File: config.mk
export PLATFORM = sky130hd
export DESIGN_NAME = brrw_regs
export DESIGN_NICKNAME = d
export VERILOG_FILES = /design/src/rtl/core/brrw_pkg.sv /design/src/rtl/core/brrw_regs.sv
export SDC_FILE = /design/constraint.sdc
export NUM_CORES = 1
export LEC_CHECK = 0
export BUFFER_PORTS_ARGS = -buffer_cell sky130_fd_sc_hd__buf_2
export CORE_ASPECT_RATIO = 1.2
export CORE_MARGIN = 4
export CORE_UTILIZATION = 50
export CTS_BUF_LIST = sky130_fd_sc_hd__clkbuf_2
export CTS_CLUSTER_DIAMETER = 120
export DETAILED_ROUTE_END_ITERATION = 10
export PLACE_DENSITY = 0.72
export SYNTH_ARGS = -nofsm -noshare
export SYNTH_HDL_FRONTEND = slang
export SYNTH_SLANG_ARGS = --single-unit
File: constraint.sdc
create_clock -name clk_i -period 5.25 [get_ports clk_i]
set_input_delay 0.2625 -clock clk_i [delete_from_list [all_inputs] [get_ports clk_i]]
set_output_delay 0.2625 -clock clk_i [all_outputs]
set_load 0.02 [all_outputs]
File: src/rtl/core/brrw_pkg.sv
// brrw_pkg: shared types and constants of the banked rom/ram window controller
// no dependencies; used by brrw_regs, brrw_mem and the top level

package brrw_pkg;

  // bus operation codes
  typedef enum logic [2:0] {
    OP_REG_RD   = 3'd0,
    OP_REG_WR   = 3'd1,
    OP_WIN_RD   = 3'd2,
    OP_WIN_WR   = 3'd3,
    OP_ROM_LOAD = 3'd4
  } op_e;

  // i/o register addresses
  localparam logic [15:0] ADDR_PORTB_DIR  = 16'h0320;
  localparam logic [15:0] ADDR_PORTA_DIR  = 16'h0321;
  localparam logic [15:0] ADDR_PORTB_DATA = 16'h0322;
  localparam logic [15:0] ADDR_PORTA_DATA = 16'h0323;
  localparam logic [15:0] ADDR_CONTROL    = 16'h0342;
  localparam logic [15:0] ADDR_EXTENSION  = 16'h0343;

  // register reset values
  localparam logic [7:0] CONTROL_RST   = 8'd129;
  localparam logic [7:0] EXTENSION_RST = 8'd0;
  localparam logic [7:0] PORTA_RST     = 8'd7;
  localparam logic [7:0] PORTB_RST     = 8'd0;
  localparam logic [2:0] SEL_BANK_RST  = 3'd7;

  // bank mapping constants
  localparam int SEL_W          = 3;
  localparam int CTRL_RAM_BIT   = 5;
  localparam int EXT_BASE_OFS   = 8;
  localparam int EXT_STEP       = 4;
  localparam int EXT_LAST_BANK  = 4;
  localparam int EXT_ENTRIES    = 256;
  localparam int LOAD_BANK_W    = 5;
  localparam int WIN_ADDR_W     = 14;

  // memory access request flags, at most one set per cycle
  typedef struct packed {
    logic ram_rd;
    logic rom_rd;
    logic ram_wr;
    logic rom_wr;
  } mem_req_t;

endpackage

File: src/rtl/core/brrw_regs.sv
// brrw_regs: the six i/o byte registers, the selected bank and the registered bank mapping
// depends on brrw_pkg

module brrw_regs #(
  parameter int BANK_COUNT = 32
) (
  input  logic                          clk_i,
  input  logic                          rst_ni,
  input  logic                          wr_en_i,
  input  logic [15:0]                   addr_i,
  input  logic [7:0]                    wdata_i,
  output logic [7:0]                    rdata_o,
  output logic [$clog2(BANK_COUNT)-1:0] phys_bank_o,
  output logic                          win_ram_o
);

  localparam int BW = $clog2(BANK_COUNT);

  logic [7:0]                   control_q, control_d;
  logic [7:0]                   extension_q, extension_d;
  logic [7:0]                   porta_data_q, porta_data_d;
  logic [7:0]                   porta_dir_q, porta_dir_d;
  logic [7:0]                   portb_data_q, portb_data_d;
  logic [7:0]                   portb_dir_q, portb_dir_d;
  logic [brrw_pkg::SEL_W-1:0]   sel_q, sel_d;
  logic [BW-1:0]                phys_q, phys_d;
  logic                         win_ram_q, win_ram_d;
  logic [BW:0]                  ext_sum;
  logic [BW-1:0]                ext_base [brrw_pkg::EXT_ENTRIES];

  // relocated base of extension banks, one entry per extension value
  for (genvar g = 0; g < brrw_pkg::EXT_ENTRIES; g++) begin : g_ext_base
    if (g == 0) begin : g_zero
      assign ext_base[g] = '0;
    end else begin : g_rel
      assign ext_base[g] = BW'((brrw_pkg::EXT_BASE_OFS + (g - 1) * brrw_pkg::EXT_STEP)
                               % BANK_COUNT);
    end
  end

  always_comb begin
    control_d    = control_q;
    extension_d  = extension_q;
    porta_data_d = porta_data_q;
    porta_dir_d  = porta_dir_q;
    portb_data_d = portb_data_q;
    portb_dir_d  = portb_dir_q;
    sel_d        = sel_q;
    if (wr_en_i) begin
      unique case (addr_i)
        brrw_pkg::ADDR_PORTA_DATA: porta_data_d = wdata_i;
        brrw_pkg::ADDR_PORTA_DIR: begin
          porta_dir_d = wdata_i;
          sel_d       = wdata_i[brrw_pkg::SEL_W-1:0];
        end
        brrw_pkg::ADDR_PORTB_DATA: portb_data_d = wdata_i;
        brrw_pkg::ADDR_PORTB_DIR:  portb_dir_d  = wdata_i;
        brrw_pkg::ADDR_CONTROL:    control_d    = wdata_i;
        brrw_pkg::ADDR_EXTENSION:  extension_d  = wdata_i;
        default: ;
      endcase
    end
  end

  // mapping from next-state values, so it is current for the next request
  always_comb begin
    ext_sum = {1'b0, ext_base[extension_d]} + (BW+1)'(sel_d);
    if (ext_sum >= (BW+1)'(BANK_COUNT)) begin
      ext_sum = ext_sum - (BW+1)'(BANK_COUNT);
    end
    if (sel_d != '0 && sel_d <= brrw_pkg::SEL_W'(brrw_pkg::EXT_LAST_BANK) &&
        extension_d != '0) begin
      phys_d = ext_sum[BW-1:0];
    end else begin
      phys_d = BW'(sel_d);
    end
    win_ram_d = (sel_d == '0) ||
                (sel_d <= brrw_pkg::SEL_W'(brrw_pkg::EXT_LAST_BANK) &&
                 control_d[brrw_pkg::CTRL_RAM_BIT]);
  end

  always_ff @(posedge clk_i or negedge rst_ni) begin
    if (!rst_ni) begin
      control_q    <= brrw_pkg::CONTROL_RST;
      extension_q  <= brrw_pkg::EXTENSION_RST;
      porta_data_q <= brrw_pkg::PORTA_RST;
      porta_dir_q  <= brrw_pkg::PORTA_RST;
      portb_data_q <= brrw_pkg::PORTB_RST;
      portb_dir_q  <= brrw_pkg::PORTB_RST;
      sel_q        <= brrw_pkg::SEL_BANK_RST;
      phys_q       <= BW'(brrw_pkg::SEL_BANK_RST);
      win_ram_q    <= 1'b0;
    end else begin
      control_q    <= control_d;
      extension_q  <= extension_d;
      porta_data_q <= porta_data_d;
      porta_dir_q  <= porta_dir_d;
      portb_data_q <= portb_data_d;
      portb_dir_q  <= portb_dir_d;
      sel_q        <= sel_d;
      phys_q       <= phys_d;
      win_ram_q    <= win_ram_d;
    end
  end

  always_comb begin
    unique case (addr_i)
      brrw_pkg::ADDR_CONTROL:    rdata_o = control_q;
      brrw_pkg::ADDR_PORTA_DATA: rdata_o = porta_data_q;
      brrw_pkg::ADDR_PORTA_DIR:  rdata_o = porta_dir_q;
      brrw_pkg::ADDR_PORTB_DATA: rdata_o = portb_data_q;
      brrw_pkg::ADDR_PORTB_DIR:  rdata_o = portb_dir_q;
      brrw_pkg::ADDR_EXTENSION:  rdata_o = extension_q;
      default:                   rdata_o = '0;
    endcase
  end

  assign phys_bank_o = phys_q;
  assign win_ram_o   = win_ram_q;

endmodule

== Word-level counts from Yosys, hierarchy flattened ==
Memories as Yosys holds them, arrays and structs flattened.
Cells that the tools add are included.
Operators by class
  $add $sub $neg: 2
  magnitude comparators: 3
  eq/ne operators: 6
  multiplexer cells: 11
  bitwise logic cells: 1
  reductions and logical operators: 12
Operators with widths (count)
  equality test 16 x 10 -> 1 bit (second input constant): 6
  case mux 8 bit (6 select lines): 1
  2-to-1 mux 5 bit: 4
  2-to-1 mux 8 bit: 2
  2-to-1 mux 6 bit: 2
  AND reduction 2 bit: 5
  >= comparator 9 bit (second input constant): 1
  NOT 8 -> 9 bit: 1
  nonzero test 8 bit: 1
  adder 5 x 3 -> 6 bit: 1
  >= comparator 6 bit (second input constant): 1
  2-to-1 mux 3 bit: 2
  subtractor 5 x 1 -> 5 bit (second input constant): 1
  less-or-equal comparator 3 bit (second input constant): 1
  logical AND 1 bit: 3
  logical NOT 3 bit: 1
  nonzero test 3 bit: 1
  logical OR 1 bit: 1
Storage, ports and cells
  register bits: 57
  bits in read-only memories: 1280
  input port bits: 27
  output and inout bits: 14
  memories kept: 1
Memories
  (no name shown): depth 256, bits a word 5, rd ports 1, clocked after Yosys merged registers in 0, write ports 0, line brrw_regs.sv:67  | ext_sum = {1'b0, ext_base[extension_d]} + (BW+1)'(sel_d);

== Longest topological paths before layout ==
  depth after elaboration: 11
  depth in mapped cells: 10
  depth with buffers taken out: 10

== Worst setup path after synthesis ==
Ideal clock, no wire load.
  path type: in2reg
  from: input addr_i[13]
  to: register phys_q[4] (netlist: phys_bank_o[4])
  data arrival time: 2.436 ns
  path slack: 2.735 ns
  stages: 10
  path buffers: 2
  path through: nor4_4 nand4_4 or3_4 buf_2 mux2_2 ha_1 clkbuf_1 ha_1 nand2b_1 mux2i_1
On the way
  word-level cells in the longest chain between the ends: 11
  elaborated cells on any way between the ends: 20
  those cells by class: add/sub: 2; order compare: 2; eq/ne: 2; mux: 8; bitwise: 1; reduce/logical: 4; memory: 1
Ends and longest elaborated chain
  start: declaration: line brrw_regs.sv:10  | input logic [15:0] addr_i,
  equality test 16 x 10 -> 1 bit *: line brrw_regs.sv:50  | unique case (addr_i)
  2-to-1 mux 8 bit *: line brrw_regs.sv:50
  2-to-1 mux 8 bit *: line brrw_regs.sv:49  | if (wr_en_i) begin
  via extension_d[1]: line brrw_regs.sv:20  | logic [7:0] extension_q, extension_d;
  NOT 8 -> 9 bit (not written as such): line brrw_regs.sv:67
  memory read (256 x 5 bit)
  2-to-1 mux 5 bit (not written as such) (2 in series): line brrw_regs.sv:67
  adder 5 x 3 -> 6 bit: line brrw_regs.sv:67
  subtractor 5 x 1 -> 5 bit or >= comparator 6 bit (tied branches): line brrw_regs.sv:69, brrw_regs.sv:68
  2-to-1 mux 5 bit: line brrw_regs.sv:68  | if (ext_sum >= (BW+1)'(BANK_COUNT)) begin
  2-to-1 mux 5 bit *: line brrw_regs.sv:71  | if (sel_d != '0 && sel_d <= brrw_pkg::SEL_W'(brrw_pkg::EXT_LAST_BANK) &&
  via phys_d[4]: line brrw_regs.sv:26  | logic [BW-1:0] phys_q, phys_d;
  end signal: assignment: line brrw_regs.sv:91  | phys_q <= BW'(brrw_pkg::SEL_BANK_RST);
  end signal: assignment: line brrw_regs.sv:101  | phys_q <= phys_d;
  end: declaration: line brrw_regs.sv:26
Mark *: on every way through the listed nets, which the timed path passes. The rest lies on a longest branch. The select of a mux whose other input is x is not followed.
A chain may end at the register's enable or synchronous reset.

== Worst setup path after layout ==
  from: input addr_i[13]
  to: register phys_q[2] (netlist: phys_bank_o[2])
On the way
  word-level cells in the longest chain between the ends: 11
  elaborated cells on any way between the ends: 20
  those cells by class: add/sub: 2; order compare: 2; eq/ne: 2; mux: 8; bitwise: 1; reduce/logical: 4; memory: 1
Ends and longest elaborated chain (line)
  equality test 16 x 10 -> 1 bit: brrw_regs.sv:50
  2-to-1 mux 8 bit: brrw_regs.sv:50
  2-to-1 mux 8 bit: brrw_regs.sv:49
  NOT 8 -> 9 bit (not written as such): brrw_regs.sv:67
  memory read (256 x 5 bit)
  2-to-1 mux 5 bit (not written as such) (2 in series): brrw_regs.sv:67
  adder 5 x 3 -> 6 bit: brrw_regs.sv:67
  subtractor 5 x 1 -> 5 bit or >= comparator 6 bit (tied branches): brrw_regs.sv:69, brrw_regs.sv:68
  2-to-1 mux 5 bit: brrw_regs.sv:68
  2-to-1 mux 5 bit *: brrw_regs.sv:71
  via phys_d[2]: brrw_regs.sv:26
Marked as above.

==> flow_summary.yaml <==
power:
  power_density_nw_per_um2: 227
  power_frac_comb_pct: 4.8
  clkPwrFrac_pct: 31.3
  ir_drop_uv: 125
  power.leakage_uw: 0.00152
  power.switching_uw: 145
  p_int_uw: 521
  swShare_pct: 21.8
  p_seq_share_pct: 63.9
synthesis:
  synth_nets: 246
  syn_area_per_cell_um2: 12.2
  synth_warnings: 0
  seq_area_frac_synth_pct: 53.2
  synth.area.top_cells: "dfrtp_1 (41%), mux2_2 (18%), dfstp_2 (12%)"
  synth_cell_types: 38
  synth_seq_cells: 55
  synthesis.area_um2: 2620
  synth_largest_area_cell: "dfrtp_1"
  syn-instance-count: 214
  yosysTopAreaCellShare_pct: 41.1
route:
  wl_per_cell_um: 18.8
  drt-initial-drc-count: 199
  drc: 0
  via_count: 1899
  ant_nets: 0
  vias_per_cell: 5.99
  dr.pass1.iters: 7
  wl_um: 5960
sta:
  hold_viol: 0
  finalSetupViolations: 0
  fin_crit_sh_pct: 54.5
  worstMarginPinSlew_ps: 861
  slew_viol_final: 0
  holdWs_ps: 64.2
  skew_ps: 31.6
  finalSetupTns_ps: 0
  max_freq_mhz: 349
  min_period_ps: 2860
  rsz0062_at_grt: "false"
  maxSlewHeadroom_pct: 42.3
place:
  place.gp.congestion: 0.773
  port_buffers: 40
  place.detailed.hpwl_um: 4140
  dp_cells: 308
floorplanning:
  die-area_um2: 6460
  die_h_um: 87.3
  io_pins: 41
  die_w_um: 74.1
  row_count: 28
  start_util_pct: 52.2
  coreArea_um2: 5010
final_layout:
  mostFrequentLayoutCells: "dfrtp_1 (43), nand2_1 (42), mux2_2 (41)"
  fillerInstances: 443
  nNetsFinal: 288
  area_growth_pct: 12.3
  drive_above_1_share_pct: 43.2
  final_common_cell: "dfrtp_1"
  instances_no_fill: 317
  antenna_cells: 0
cts:
  htree_levels: 2
  cts_setup_buffers: 0
  clock_sinks: 55
  cts_tree: "built"
  cts.clk_slew.worst_paths_ps: 270
  clock_path_buffers: 2
  insertion_delay_ps: 430
  cts_buffers: 5
  clockRootBuffer: "clkbuf_2"
critical_path:
  cp-start-kind: "input pin"
  r2r-end: "phys_bank_o[2]$_DFF_PN1_"
  r2r_cells: 6
  critPathBufInv: 2
  rrSetupSlack_ps: 3250
  path_depth: 10
  crit_family: "simple AND/OR/NAND/NOR gates"
  path_cells: "buf_2 -> nor4_4 -> nand4b_1 -> nor2_1 -> nand2_1 -> o31a_1 -> ha_1 -> inv_1 -> a211oi_2 -> mux2_2"
  crit_required_ps: 5660
  crit_fanout: 11
  endpoint_kind: "flop"
  endpoint: "phys_bank_o[2]$_DFF_PN1_"
  worstSetupPathType: "in -> reg"
  worstPathArrival_ps: 3280
  timing.rr.start: "sel_q[2]$_DFF_PN1_"
  critPathMaxStageDelay_ps: 580
  cp-startpoint: "addr_i[13]"
  crit_slowest_cell: "nor2_1"
min_path:
  holdPathStages: 3
  min_path_type: "in -> reg"
run_status:
  status: "finished, final reports clean"
global_routing:
  grt_max_degree: 56
  gr-total-overflow: 0
  grt_pass1_wl_um: 9490
  antenna_found_initial: 0
  grt_use_total_pct: 19.6
  grt_pass1_vias: 1892
run:
  max_cap_violations: 0
[final cells by class]
class	count	area, um2	area share, %
sequential	55	1390	47.3
multi-input combinational	145	1160	39.6
timing repair buffer	42	218	7.40
tap	60	75.1	2.55
clock buffer	7	35.0	1.19
clock inverter	1	30.0	1.02
inverter	7	26.3	0.894
[metal layers]
layer  vias to the layer above  global-route usage (%)  part of all wire (%)
met5                         -                       0                     0
met4                         0                    6.92                   2.0
met3                         9                    3.12                   5.6
met2                        63                    32.5                    50
met1                       952                    26.0                    43
li1                        875                       -                     -
[worst min path at each step]
stage,slack [ps],start,endpoint
finish,60,wdata_i[5],porta_dir_q[5]$_DFFE_PN0P_
global route,30,wdata_i[5],porta_dir_q[5]$_DFFE_PN0P_
CTS,40,wdata_i[5],porta_dir_q[5]$_DFFE_PN0P_
detailed placement,440,rst_ni,control_q[5]$_DFF_PN0_
global placement,430,rst_ni,control_q[5]$_DFF_PN0_
floorplan,-30,rst_ni,control_q[1]$_DFFE_PN0P_
[synth_stat cells]
cell and number:
and3b_1 1, nand3_1 1, dfrtp_1 43, nor4_1 2, a211oi_2 1, a211oi_1 1, buf_2 1, nor4_4 1
or3_1 1, nor4b_1 1, o31a_1 1, or4_1 1, mux2_2 41, buf_4 2, inv_1 7, mux2_4 1
nor2b_1 2, nor4_2 1, nand2_1 42, nor3_2 2, a221o_1 1, nor2_1 10, ha_1 5, mux2i_1 1
a21o_1 1, dfstp_2 12, clkbuf_1 4, a222oi_1 16, and4b_1 1, nand4b_1 1, nor3_1 1, o21ai_0 1
nand4_1 1, and2_1 1, and4bb_2 1, nand4_4 1, or3_4 1, nand2b_1 2
[power groups by stage]
stage / Clock, uW / Sequential (uW) / Combinational (uW)
floorplan: 0 / 432 / 6.24
global placement: 0 / 432 / 31.6
detailed placement: 0 / 432 / 32.1
CTS: 216 / 426 / 32.5
global route: 234 / 426 / 35.9
finish: 209 / 426 / 32.0
[repair_timing]
| action | 4_1_cts | 5_1_grt |
|---|---|---|
| hold endpoints to repair | 43 | 0 |
| hold buffers | 1 | 0 |
| gates resized for setup | 0 | 0 |
[worst register-to-register path: cells and delay by family (launching register included)]
kind	cells	cell delay [ps]
flops	1	580
mux	1	370
buf+inv	2	80
fa+ha+maj	1	230
compound gates	2	710
[cell families after synthesis]
kind of cell | synth area share, %
and+or+nand+nor | 15.4
DFF | 53.2
muxes | 18.6
AOI/OAI and AO/OA | 8.08
buffers and inverters | 2.34
adders and majority gates | 2.39
[registers in the layout, indices dropped and copies added (netlist names)]
name and cells:
portb_data_q 8, portb_dir_q 8, extension_q 8, phys_bank_o 5, porta_data_q 8, porta_dir_q 8
sel_q 1, control_q 8, win_ram_o 1
[stage by stage]
step	power [uW]	util, %	setup WS (ps)	cell area (um2)
floorplan	438	-	2740	2620
global placement	464	57.2	2000	2870
detailed placement	464	57.2	1970	2870
CTS	674	58.7	2490	2940
global route	695	58.7	2200	2940
finish	666	58.7	2390	2940
Power figures use the tool's default switching activity.
